==> config.mk <==
export PLATFORM = sky130hd
export DESIGN_NAME = vsr_mul
export DESIGN_NICKNAME = d
export VERILOG_FILES = /design/src/rtl/core/vsr_pkg.sv /design/src/rtl/core/vsr_mul.sv
export SDC_FILE = /design/constraint.sdc
export NUM_CORES = 2
export LEC_CHECK = 0
export ABC_CLOCK_PERIOD_IN_PS = 6590
export BUFFER_PORTS_ARGS = -buffer_cell sky130_fd_sc_hd__clkbuf_2
export CAP_MARGIN = 20
export CORE_ASPECT_RATIO = 0.7
export CORE_UTILIZATION = 40
export CTS_CLUSTER_SIZE = 25
export DETAILED_ROUTE_END_ITERATION = 10
export MAX_ROUTING_LAYER = met4
export PLACE_DENSITY = 0.63
export SYNTH_ARGS = -nofsm -noshare
export SYNTH_HDL_FRONTEND = slang
export SYNTH_SLANG_ARGS = --single-unit
==> constraint.sdc <==
create_clock -name i_clk -period 6.59 [get_ports i_clk]
set_input_delay 0.3295 -clock i_clk [delete_from_list [all_inputs] [get_ports i_clk]]
set_output_delay 0.3295 -clock i_clk [all_outputs]
set_load 0.01 [all_outputs]
==> src/rtl/core/vsr_pkg.sv <==
// Shared constants, types and helpers of the voxel shape rasterizer.
package vsr_pkg;

    // Grid geometry
    localparam int MAX_DIM  = 32;
    localparam int NUM_AXES = 3;
    localparam int COORD_W  = $clog2(MAX_DIM);
    localparam int ADDR_W   = NUM_AXES * COORD_W;
    localparam int DEPTH    = 1 << ADDR_W;
    localparam int SIZE_W   = 6;
    localparam int EXT_W    = ($clog2(MAX_DIM + 1) > SIZE_W) ? $clog2(MAX_DIM + 1) : SIZE_W;

    // Word fields
    localparam int FUNC_W     = 3;
    localparam int POS_W      = 7;
    localparam int RAD_W      = 6;
    localparam int COLOR_W    = 8;
    localparam int NUM_CH     = 4;
    localparam int RGBA_W     = NUM_CH * COLOR_W;
    localparam int CFG_IDX_W  = 3;
    localparam int CFG_DATA_W = 8;

    // Arithmetic widths
    localparam int SQ_W   = 2 * RAD_W;
    localparam int W_W    = 4 * RAD_W;
    localparam int Q_W    = 2 * POS_W - 1;
    localparam int MUL_W  = W_W + 1;
    localparam int PROD_W = 2 * MUL_W;
    localparam int CMP_W  = POS_W + COORD_W;
    localparam int ACC_W  = 2 * $clog2(MAX_DIM + (1 << (POS_W - 1))) + W_W + 3;

    // Command codes
    localparam logic [FUNC_W-1:0] FN_SET_BOX = 3'd0;
    localparam logic [FUNC_W-1:0] FN_CLR_BOX = 3'd1;
    localparam logic [FUNC_W-1:0] FN_SET_SPH = 3'd2;
    localparam logic [FUNC_W-1:0] FN_CLR_SPH = 3'd3;
    localparam logic [FUNC_W-1:0] FN_SET_ELL = 3'd4;
    localparam logic [FUNC_W-1:0] FN_CLR_ELL = 3'd5;
    localparam logic [FUNC_W-1:0] FN_READ    = 3'd6;

    // Register indexes
    localparam logic [CFG_IDX_W-1:0] CFG_SIZE_X = 3'd0;
    localparam logic [CFG_IDX_W-1:0] CFG_SIZE_Y = 3'd1;
    localparam logic [CFG_IDX_W-1:0] CFG_SIZE_Z = 3'd2;
    localparam logic [CFG_IDX_W-1:0] CFG_RED    = 3'd3;
    localparam logic [CFG_IDX_W-1:0] CFG_GREEN  = 3'd4;
    localparam logic [CFG_IDX_W-1:0] CFG_BLUE   = 3'd5;
    localparam logic [CFG_IDX_W-1:0] CFG_ALPHA  = 3'd6;

    localparam logic [SIZE_W-1:0]  SIZE_RESET  = 6'd32;
    localparam logic [COLOR_W-1:0] COLOR_RESET = 8'd128;

    typedef logic signed [ACC_W-1:0]  t_acc;
    typedef logic signed [POS_W-1:0]  t_pos;
    typedef logic [COORD_W-1:0]       t_coord;
    typedef logic [EXT_W-1:0]         t_ext;
    typedef logic [ADDR_W-1:0]        t_addr;
    typedef logic signed [MUL_W-1:0]  t_mop;
    typedef logic signed [PROD_W-1:0] t_prod;

    // Everything the scanner needs to know about one axis
    typedef struct packed {
        t_pos             lo;
        t_pos             hi;
        t_ext             ext;
        t_acc             t0;
        t_acc             d0;
        logic [W_W-1:0]   w;
    } t_axis;

    typedef struct packed {
        logic start;
        logic box;
        logic strict;
    } t_scan_ctl;

    typedef struct packed {
        logic  we;
        t_addr addr;
    } t_wr;

    // Extent in use: a size above the grid acts as the full grid
    function automatic t_ext ext_of(input logic [SIZE_W-1:0] s);
        if (int'(s) > MAX_DIM) begin
            return t_ext'(MAX_DIM);
        end
        return t_ext'(s);
    endfunction

endpackage

==> src/rtl/core/vsr_mul.sv <==
// Shared signed multiplier with registered product, used by the setup sequencer.
module vsr_mul (
    input  logic          i_clk,
    input  vsr_pkg::t_mop i_a,
    input  vsr_pkg::t_mop i_b,
    output vsr_pkg::t_prod o_p
);
    import vsr_pkg::*;

    always_ff @(posedge i_clk) begin
        o_p <= t_prod'(i_a) * t_prod'(i_b);
    end
endmodule

==> flow_summary.json <==
{
  "syn_avg_cell_area_um2": 9.38,
  "drv_slew": 0,
  "layout_top_registers": "o_p x50",
  "met3_wirelength_um": 9620,
  "worstHoldPathType": "in2reg",
  "grt_start_max_net_pins": 19,
  "vias": 17831,
  "drc": 0,
  "die_x_um": 295,
  "io-pin-count": 101,
  "grt_usage": 0.256,
  "firstDrtPassIters": 5,
  "cts_root_buffer": "clkbuf_16",
  "antenna_found_initial": 5,
  "grt_pass1_wl_um": 115000,
  "rsz0062_at_grt": "yes",
  "worst-path-max-fanout": 9,
  "largest_reg_flops": 50,
  "ys_ff_latch": 50,
  "routed_wl_um": 71700,
  "worst_slew_pin_slew_ps": 497,
  "clkSinkCount": 50,
  "synth_warnings": 0,
  "ys_seq_area_frac": 0.0417,
  "hold_buffers": 0,
  "finalSetupTns_ps": 0,
  "hpwl_um": 63700,
  "clockBufferDepth": 2,
  "met2_length_um": 27600,
  "final-setup-viol-count": 0,
  "io_buffers": 100,
  "crit_required_ps": 6850,
  "ant_nets": 0,
  "die_h_um": 207,
  "final_util": 0.484,
  "critical_path_class": "in2reg",
  "final_layout_size_suffix_gt1_frac": 0.181,
  "cts.reportedPaths.clkPinSlew_ps": 110,
  "final_nets": 3695,
  "status": "complete, no violations",
  "synthToLayoutAreaGrowth_pct": 18.4,
  "largest-register": "o_p",
  "period_minus_slack_ps": 6460,
  "cp-end-kind": "register",
  "synthesis.instances": 2562,
  "grt_pass1_vias": 19602,
  "wire_per_inst_um": 19.7,
  "core_area_um2": 58800,
  "dieArea_um2": 61100,
  "worst_hold_startpoint": "i_b[0]",
  "dp.cells": 3622,
  "cts_tree": "built",
  "highest_layer": "met4",
  "finalNonFillerCells": 3649,
  "netlist_area_um2": 24000,
  "viasPerCell": 4.89,
  "place.gp.congestion": 1.01,
  "min_to": "o_p[0]",
  "min_path_cells": 2,
  "placementRows": 74,
  "slew_headroom": 0.668,
  "drt_iter0_drc": 1342,
  "syn-num-nets": 3412,
  "fmax_ghz": 0.155,
  "yosysUniqueCellTypes": 48,
  "numCtsBuffers": 5,
  "layout_worst_path_cycle_share": 0.980,
  "met1Wirelength_um": 34000,
  "start_kind": "input port",
  "h-tree-depth": 2,
  "grt-ovfl-total": 0,
  "cap_violations": 0,
  "start_util": 0.409,
  "hold_viol": 0,
  "worst_ep_arrival_time_ps": 6710,
  "nFillCells": 5469
}
-- how the worst max path moves through the flow --
stage	end	from	slack (ps)	cells after the start
after floorplan	o_p[47]	i_b[1]	6	24
after detailed placement	o_p[49]	i_a[16]	-810	24
final	o_p[49]	i_a[14]	130	26
after global placement	o_p[49]	i_a[16]	-850	24
after global routing	o_p[49]	i_a[14]	-90	26
after CTS	o_p[49]	i_a[6]	-10	26
-- through the flow --
step / setup WS, ps / hold slack (ps) / instance area, µm²
detailed placement: -807 / 717 / 27400
CTS: -13.0 / 536 / 27700
finish: 133 / 582 / 28400
floorplan: 6.20 / 457 / 24000
global placement: -852 / 717 / 27400
global route: -85.2 / 559 / 28400
-- cells in the final DEF (no fill, tap or decap), drive strengths merged, types with 3 or more instances in the layout --
| master | count |
|---|---|
| o21bai | 7 |
| nand2 | 308 |
| o21a | 5 |
| diode | 5 |
| dfxtp | 50 |
| o41ai | 5 |
| nor2b | 21 |
| nand2b | 11 |
| xnor2 | 39 |
| nand4 | 8 |
| o21ai | 26 |
| ha | 141 |
| a211oi | 3 |
| and2 | 320 |
| nor3 | 6 |
| a21o | 22 |
| a21boi | 3 |
| nand3 | 6 |
| fa | 658 |
| clkbuf | 88 |
| nor2 | 30 |
| xor2 | 19 |
| buf | 298 |
| inv | 700 |
| a21oi | 44 |
| a211o | 3 |
-- cells in the mapped netlist (all sizes together) --
library cell,instances,area (µm²)
o211a,1,10.0
fa,658,13200
ha,141,1760
o31a,1,8.76
o41ai,5,58.8
nand3,6,30.0
inv,699,2620
a2111oi,1,27.5
o31ai,1,7.51
a41oi,2,17.5
o211ai,2,20.0
and3,2,12.5
nor2b,21,131
nand4,8,50.1
a21o,22,165
and2,320,2000
o21a,5,37.5
a21boi,3,26.3
a22oi,1,7.51
or3,2,12.5
a21oi,44,224
a211oi,3,22.5
o221ai,1,8.76
nor2,30,113
mux2,1,11.3
o21ai,26,130
xnor2,39,342
nand2,308,1160
xor2,19,166
clkbuf,104,390
o311ai,1,26.3
o41a,1,11.3
a2bb2oi,1,8.76
a41o,1,10.0
o21bai,7,52.6
nor3,6,30.0
dfxtp,50,1000
a31o,1,8.76
a211o,3,26.3
nand2b,11,68.8
a32oi,1,8.76
a22o,1,8.76
a31oi,2,12.5
-- logic make-up (layout without fill, tap and decap cells) --
family	Yosys count	count (layout)	synth area share
multiplexers	1	1	0.000469
XOR/XNOR	58	58	0.0211
flip-flops	50	50	0.0417
adder cells (fa/ha/maj)	799	799	0.622
AO/OA/AOI/OAI	137	137	0.0394
AND/OR/NAND/NOR	714	714	0.150
buffers and inverters	803	1087	0.125
other	0	5	0
-- metal layers --
| layer | GRT usage | up-vias |
|---|---|---|
| met4 | 0.0266 | 0 |
| met1 | 0.401 | 9180 |
| met5 | - | - |
| met3 | 0.0895 | 44 |
| met2 | 0.319 | 774 |
| li1 | - | 7833 |
-- final cells by class --
| cell class | instances | area (µm²) | area share |
|---|---|---|---|
| antenna | 5 | 12.5 | 0.000440 |
| clock buffer | 6 | 139 | 0.00488 |
| clock inverter | 2 | 38.8 | 0.00136 |
| inverter | 699 | 2620 | 0.0923 |
| multi-input combinational | 1709 | 20500 | 0.722 |
| sequential | 50 | 1000 | 0.0352 |
| tap | 798 | 998 | 0.0351 |
| timing repair buffer | 380 | 3090 | 0.109 |
-- worst max-delay path, stage by stage --
cell and delay [ps]:
buf_6 100, buf_12 140, buf_12 140, and2_4 140, fa_1 480, inv_1 50
fa_1 480, inv_1 60, fa_1 570, fa_2 520, fa_1 540, fa_1 580
inv_1 60, fa_1 520, inv_2 50, ha_4 270, and2_4 130, o21ai_1 60
a21oi_1 170, nor2_2 100, a211oi_2 280, a21oi_4 110, o41ai_4 320, buf_4 200
o221ai_4 130, xnor2_1 160
-- repair_timing --
action	in CTS	in global routing
setup endpoints to repair	10	17
gates cloned	0	2
resized for setup	24	203
pin swaps	4	117
buffers inserted	1	15
Power is left out: the tool's default activity adds up to more than one toggle a clock period on the data nets, which glitch-free logic cannot reach.
