`config.mk`:
```
export PLATFORM = sky130hd
export DESIGN_NAME = vsr_scan
export DESIGN_NICKNAME = d
export VERILOG_FILES = /design/src/rtl/core/vsr_pkg.sv /design/src/rtl/core/vsr_scan.sv
export SDC_FILE = /design/constraint.sdc
export NUM_CORES = 1
export LEC_CHECK = 0
export ABC_AREA = 0
export BUFFER_PORTS_ARGS = -buffer_cell sky130_fd_sc_hd__buf_2
export CAP_MARGIN = 20
export CORE_ASPECT_RATIO = 1.1
export CORE_MARGIN = 2
export CORE_UTILIZATION = 59
export CTS_CLUSTER_SIZE = 25
export DETAILED_ROUTE_END_ITERATION = 10
export HOLD_SLACK_MARGIN = 0.12
export PLACE_DENSITY_LB_ADDON = 0.15
export SYNTH_ARGS = -nofsm -noshare
export SYNTH_HDL_FRONTEND = slang
export SYNTH_SLANG_ARGS = --single-unit
```
`constraint.sdc`:
```
create_clock -name i_clk -period 5.3 [get_ports i_clk]
set_clock_uncertainty 0.15 [all_clocks]
set_input_delay 1.06 -clock i_clk [delete_from_list [all_inputs] [get_ports i_clk]]
set_output_delay 1.06 -clock i_clk [all_outputs]
set_load 0.005 [all_outputs]
```
`src/rtl/core/vsr_pkg.sv`:
```
// Shared constants, types and helpers of the voxel shape rasterizer.
package vsr_pkg;

    // Grid geometry
    localparam int MAX_DIM  = 32;
    localparam int NUM_AXES = 3;
    localparam int COORD_W  = $clog2(MAX_DIM);
    localparam int ADDR_W   = NUM_AXES * COORD_W;
    localparam int DEPTH    = 1 << ADDR_W;
    localparam int SIZE_W   = 6;
    localparam int EXT_W    = ($clog2(MAX_DIM + 1) > SIZE_W) ? $clog2(MAX_DIM + 1) : SIZE_W;

    // Word fields
    localparam int FUNC_W     = 3;
    localparam int POS_W      = 7;
    localparam int RAD_W      = 6;
    localparam int COLOR_W    = 8;
    localparam int NUM_CH     = 4;
    localparam int RGBA_W     = NUM_CH * COLOR_W;
    localparam int CFG_IDX_W  = 3;
    localparam int CFG_DATA_W = 8;

    // Arithmetic widths
    localparam int SQ_W   = 2 * RAD_W;
    localparam int W_W    = 4 * RAD_W;
    localparam int Q_W    = 2 * POS_W - 1;
    localparam int MUL_W  = W_W + 1;
    localparam int PROD_W = 2 * MUL_W;
    localparam int CMP_W  = POS_W + COORD_W;
    localparam int ACC_W  = 2 * $clog2(MAX_DIM + (1 << (POS_W - 1))) + W_W + 3;

    // Command codes
    localparam logic [FUNC_W-1:0] FN_SET_BOX = 3'd0;
    localparam logic [FUNC_W-1:0] FN_CLR_BOX = 3'd1;
    localparam logic [FUNC_W-1:0] FN_SET_SPH = 3'd2;
    localparam logic [FUNC_W-1:0] FN_CLR_SPH = 3'd3;
    localparam logic [FUNC_W-1:0] FN_SET_ELL = 3'd4;
    localparam logic [FUNC_W-1:0] FN_CLR_ELL = 3'd5;
    localparam logic [FUNC_W-1:0] FN_READ    = 3'd6;

    // Register indexes
    localparam logic [CFG_IDX_W-1:0] CFG_SIZE_X = 3'd0;
    localparam logic [CFG_IDX_W-1:0] CFG_SIZE_Y = 3'd1;
    localparam logic [CFG_IDX_W-1:0] CFG_SIZE_Z = 3'd2;
    localparam logic [CFG_IDX_W-1:0] CFG_RED    = 3'd3;
    localparam logic [CFG_IDX_W-1:0] CFG_GREEN  = 3'd4;
    localparam logic [CFG_IDX_W-1:0] CFG_BLUE   = 3'd5;
    localparam logic [CFG_IDX_W-1:0] CFG_ALPHA  = 3'd6;

    localparam logic [SIZE_W-1:0]  SIZE_RESET  = 6'd32;
    localparam logic [COLOR_W-1:0] COLOR_RESET = 8'd128;

    typedef logic signed [ACC_W-1:0]  t_acc;
    typedef logic signed [POS_W-1:0]  t_pos;
    typedef logic [COORD_W-1:0]       t_coord;
    typedef logic [EXT_W-1:0]         t_ext;
    typedef logic [ADDR_W-1:0]        t_addr;
    typedef logic signed [MUL_W-1:0]  t_mop;
    typedef logic signed [PROD_W-1:0] t_prod;

    // Everything the scanner needs to know about one axis
    typedef struct packed {
        t_pos             lo;
        t_pos             hi;
        t_ext             ext;
        t_acc             t0;
        t_acc             d0;
        logic [W_W-1:0]   w;
    } t_axis;

    typedef struct packed {
        logic start;
        logic box;
        logic strict;
    } t_scan_ctl;

    typedef struct packed {
        logic  we;
        t_addr addr;
    } t_wr;

    // Extent in use: a size above the grid acts as the full grid
    function automatic t_ext ext_of(input logic [SIZE_W-1:0] s);
        if (int'(s) > MAX_DIM) begin
            return t_ext'(MAX_DIM);
        end
        return t_ext'(s);
    endfunction

endpackage

```
`src/rtl/core/vsr_scan.sv`:
```
// Grid scanner: walks x, y, z one voxel a cycle, keeps the quadric terms by
// forward differences and decides which voxels a command touches.
module vsr_scan (
    input  logic               i_clk,
    input  logic               i_rst_n,
    input  vsr_pkg::t_scan_ctl i_ctl,
    input  vsr_pkg::t_axis     i_axis [vsr_pkg::NUM_AXES],
    input  vsr_pkg::t_acc      i_p,
    output vsr_pkg::t_wr       o_wr,
    output logic               o_done
);
    import vsr_pkg::*;

    t_coord                r_cnt [NUM_AXES];
    t_acc                  r_t   [NUM_AXES];
    t_acc                  r_d   [NUM_AXES];
    logic                  r_act;
    logic [NUM_AXES:0]     step;
    logic [NUM_AXES-1:0]   wrap;
    logic [NUM_AXES-1:0]   inb;
    logic                  last;

    logic  r_v1, r_last1, r_inb1;
    t_addr r_addr1;
    t_acc  r_s1;
    logic  r_v2, r_last2, r_hit2;
    t_addr r_addr2;

    // Odometer carries and box membership per axis
    always_comb begin
        step[0] = 1'b1;
        for (int a = 0; a < NUM_AXES; a++) begin
            wrap[a]     = (t_ext'(r_cnt[a]) == (i_axis[a].ext - t_ext'(1)));
            step[a + 1] = step[a] & wrap[a];
            inb[a]      = ($signed(CMP_W'(r_cnt[a])) >= CMP_W'(i_axis[a].lo)) &&
                          ($signed(CMP_W'(r_cnt[a])) <= CMP_W'(i_axis[a].hi));
        end
        last = step[NUM_AXES];
    end

    // Scan active flag
    always_ff @(posedge i_clk) begin
        if (!i_rst_n) begin
            r_act <= 1'b0;
        end else if (i_ctl.start) begin
            r_act <= 1'b1;
        end else if (r_act && last) begin
            r_act <= 1'b0;
        end
    end

    // Counters and forward-difference terms: (d+1)^2 w = d^2 w + (2d+1) w
    always_ff @(posedge i_clk) begin
        for (int a = 0; a < NUM_AXES; a++) begin
            if (i_ctl.start) begin
                r_cnt[a] <= '0;
                r_t[a]   <= i_axis[a].t0;
                r_d[a]   <= i_axis[a].d0;
            end else if (r_act && step[a]) begin
                if (wrap[a]) begin
                    r_cnt[a] <= '0;
                    r_t[a]   <= i_axis[a].t0;
                    r_d[a]   <= i_axis[a].d0;
                end else begin
                    r_cnt[a] <= r_cnt[a] + t_coord'(1);
                    r_t[a]   <= r_t[a] + r_d[a];
                    r_d[a]   <= r_d[a] + t_acc'({i_axis[a].w, 1'b0});
                end
            end
        end
    end

    // Pipeline valid bits
    always_ff @(posedge i_clk) begin
        if (!i_rst_n) begin
            r_v1 <= 1'b0;
            r_v2 <= 1'b0;
        end else begin
            r_v1 <= r_act;
            r_v2 <= r_v1;
        end
    end

    // Stage 1: sum of terms; stage 2: inside test
    always_ff @(posedge i_clk) begin
        r_last1 <= last;
        r_inb1  <= &inb;
        r_addr1 <= {r_cnt[2], r_cnt[1], r_cnt[0]};
        r_s1    <= r_t[0] + r_t[1] + r_t[2];
        r_last2 <= r_last1;
        r_addr2 <= r_addr1;
        if (i_ctl.box) begin
            r_hit2 <= r_inb1;
        end else if (i_ctl.strict) begin
            r_hit2 <= (r_s1 < i_p);
        end else begin
            r_hit2 <= (r_s1 <= i_p);
        end
    end

    assign o_wr.we   = r_v2 && r_hit2;
    assign o_wr.addr = r_addr2;
    assign o_done    = r_v2 && r_last2;
endmodule

```
==> impl_metrics.csv <==
group,metric,value,unit
status,status,"finished, final reports clean",
detailed_routing,vias,24500,
worst_setup_path,crit_path_start_kind,"flip-flop",
die,start_util,59.50,%
detailed_routing,vias_per_cell,6.031,
layout,drive_above_1_share,16.68,%
min_path,hold_path_end,"r_addr2[8]",
worst_setup_path,cp.required,5.63,ns
timing,max_slew.worst_pin.slew,1.151,ns
global_route,grt_first_pass_wirelength,126900,microns
power_and_ir_drop,swShare,34.96,%
worst_setup_path,path_cells,"fa_1, ha_1, fa_1, a21o_1, a21oi_1, o21bai_1, o211a_1, o211ai_1, a41oi_1, nor2_1, o31ai_1, a21boi_0, xnor2_1",
worst_setup_path,worst_setup_path_end_kind,"flip-flop",
timing,fmax,0.2421,GHz
worst_setup_path,startpoint,"r_t[0][1]",
clock_network,insertion_delay,0.58,ns
worst_setup_path,ff2ff_setup_slack,1.17,ns
worst_setup_path,crit_top_cell,"fa_1",
detailed_routing,drc,0,
layout,layout_common_cells,"buf_2, nand2_1, o21ai_0, ha_1, edfxtp_1",
logic_synthesis,synthMuxAreaShare,0.5980,%
detailed_routing,wl,83080,microns
place,io_buffers,440,
layout,layout_commonest_cell,"buf_2",
clock_network,postCtsHoldBufs,0,
timing,post-route-period-util,77.93,%
timing,hold_violations,0,
detailed_routing,drtPass1Iterations,5,
die,die_w,210.3,microns
place,hpwl,66450,microns
place,placed_area,0.03039,sq mm
timing,fin_crit,4.130,ns
logic_synthesis,yosysWarningCount,0,
clock_network,cts_tree,"done",
worst_setup_path,cp_top_family,"compound AO/OA/AOI/OAI gates",
global_route,grt_pass1_vias,24060,
timing,finalSetupTns,0,ns
power_and_ir_drop,p_int,6.620,mW
logic_synthesis,synth_top_family_by_area,"compound AO/OA/AOI/OAI gates",
worst_setup_path,ff2ff_path_depth,13,
clock_network,clock_sinks,339,
clock_network,cts.clk_slew.worst_paths,0.06,ns
worst_setup_path,crit_buf_inv,0,
flow_run,cap_violations,0,
place,dp.cells,3979,
logic_synthesis,synth_area,0.02762,sq mm
worst_setup_path,crit_type,"reg -> reg",
detailed_routing,ant_nets,0,
power_and_ir_drop,power_frac_clock,28.0,%
die,ios,441,
global_route,grt_usage,33.53,%
layout,final_cells,4062,
logic_synthesis,synth_compound_area_share,22.04,%
timing,finalWorstSetupSlack,1.170,ns
worst_setup_path,critPathMaxStageDelay,0.51,ns
die,core_region_area,0.04642,sq mm
logic_synthesis,synth-seq-cells,339,
worst_setup_path,worstPathMaxFanout,3,
place,gp_congestion,0.9809,
global_route,overflow,0,
timing,drv_slew,0,
place,post-place-ws,0.6946,ns
logic_synthesis,synthFlopType,"edfxtp_1",
layout,fin_nets,4206,
clock_network,post_cts_buffers,0,
logic_synthesis,synth_cell_types,87,
logic_synthesis,yosys.area_share.simple,13.82,%
worst_setup_path,crit_slowest_cell,"edfxtp_1",
power_and_ir_drop,power_density,320.0,mW/mm^2
clock_network,htree_levels,2,
timing,setup_violations,0,
worst_setup_path,reg2reg_from,"r_t[0][1]",
clock_network,cts_buffers,40,
clock_network,cts_root_buf,"clkbuf_16",
layout,design_area,0.03180,sq mm
power_and_ir_drop,leakage,14.77,nW
global_route,grt_start_max_net_pins,127,
logic_synthesis,syn_nets,3795,
power_and_ir_drop,ir_drop,205.6,uV
die,dieHeight,230.9,microns
logic_synthesis,synth_xor_xnor_area_share,8.911,%
clock_network,post_cts_resized,0,
global_route,antenna_found_initial,15,
die,fp-row-count,83,
layout,syn_to_final_growth,15.14,%
logic_synthesis,syn_inst,3016,
min_path,hold_start,"r_addr1[8]",
power_and_ir_drop,seq_power_share,35.0,%
detailed_routing,routedWlPerCell,20.45,microns
power_and_ir_drop,switchingPower,3.558,mW
min_path,holdPathStages,0,
die,dieArea,0.04856,sq mm
logic_synthesis,synth-adder-area-share,17.36,%
timing,slew_headroom,22.72,%
logic_synthesis,avgSynthCellArea,9.157,sq um
logic_synthesis,synth_edf_count,261,
worst_setup_path,r2r_end,"r_s1[37]",
detailed_routing,drtIter0Drc,1960,
logic_synthesis,ys_seq_area_share,34.03,%
clock_network,cts_buffer_depth,3,
timing,rsz0062_at_grt,"no",
logic_synthesis,async_flop_share,0,%
worst_setup_path,arrival,4.46,ns
min_path,hp-class,"reg -> reg",
power_and_ir_drop,p_comb_share,37.0,%
state kept, by name, summed over array words and instances (netlist names):
| register | cells |
|---|---|
| r_d | 123 |
| r_t | 123 |
| r_s1 | 41 |
| r_addr1 | 15 |
| r_addr2 | 15 |
| r_cnt | 15 |
| r_act | 1 |
| r_hit2 | 1 |
| r_inb1 | 1 |
| r_last1 | 1 |
| r_last2 | 1 |
| r_v1 | 1 |
| r_v2 | 1 |
routing by layer:
metal,vias to the layer above,track usage [%],share of wire (%)
met5,-,0,0.11
met4,12,16.93,5.4
met3,205,5.822,6.8
met2,901,56.56,47
met1,11530,41.36,41
li1,11850,-,-
through the flow:
stage	hold WS (ns)	total power [mW]	utilization [%]
global route	0.1771	10.77	68.50
CTS	0.1696	10.16	68.41
global placement	0.1598	7.188	65.48
floorplan	0.1596	6.261	-
detailed placement	0.1621	7.299	65.48
finish	0.1728	10.18	68.51
power groups by stage:
stage / Sequential [mW] / Combinational, mW / Clock, mW
after CTS: 3.56 / 3.72 / 2.88
after global placement: 3.61 / 3.58 / 0
after detailed placement: 3.62 / 3.68 / 0
after floorplan: 3.47 / 2.80 / 0
final: 3.56 / 3.77 / 2.85
after global routing: 3.59 / 4.20 / 2.98
area by class of cell:
type,instances,area (sq um)
multi-input cells,2445,17350
fillers,3769,14620
flip-flops and latches,339,9399
repair buffers,453,2370
clock buffers,57,1210
well taps,595,744.5
inverters,148,555.5
clock inverters,17,150.1
diodes,8,20.02
cell usage after synthesis (all sizes together), types with 15 or more instances:
cell,instances,area [sq um]
nand2,374,1404
o21ai,341,1714
ha,308,3854
edfxtp,261,7838
a21oi,244,1229
xnor2,159,1393
inv,148,555.5
a21o,144,1081
nor2,131,491.7
xor2,122,1069
dfxtp,78,1562
nand3,76,380.4
clkbuf,71,266.5
fa,47,940.9
and3,40,250.2
nand2b,37,231.5
nand4,35,219.0
nor2b,31,193.9
o21a,31,232.7
o21bai,31,232.7
and2,26,162.7
a211oi,22,170.2
a31oi,21,137.6
nor3,21,115.1
o31ai,19,161.4
a21boi,15,112.6
worst max-delay path by stage:
| stage | cells past startpoint | to | slack (ns) |
|---|---|---|---|
| floorplan | 8 | r_cnt[1][0] | 0.68 |
| global placement | 9 | r_t[2][1] | 0.82 |
| detailed placement | 9 | r_t[2][1] | 0.69 |
| CTS | 13 | r_s1[39] | 1.17 |
| global route | 13 | r_s1[37] | 0.88 |
| finish | 13 | r_s1[37] | 1.17 |
kinds of logic (layout without fill, tap and decap cells):
logic type | Yosys count | in the layout
AO/OA/AOI/OAI | 974 | 974
AND/OR/NAND/NOR | 820 | 820
adder cells (fa/ha/maj) | 355 | 355
flip-flops | 339 | 339
XOR/XNOR | 281 | 281
buffers and inverters | 232 | 675
multiplexers | 15 | 15
other | 0 | 8
Power figures use the tool's default switching activity.
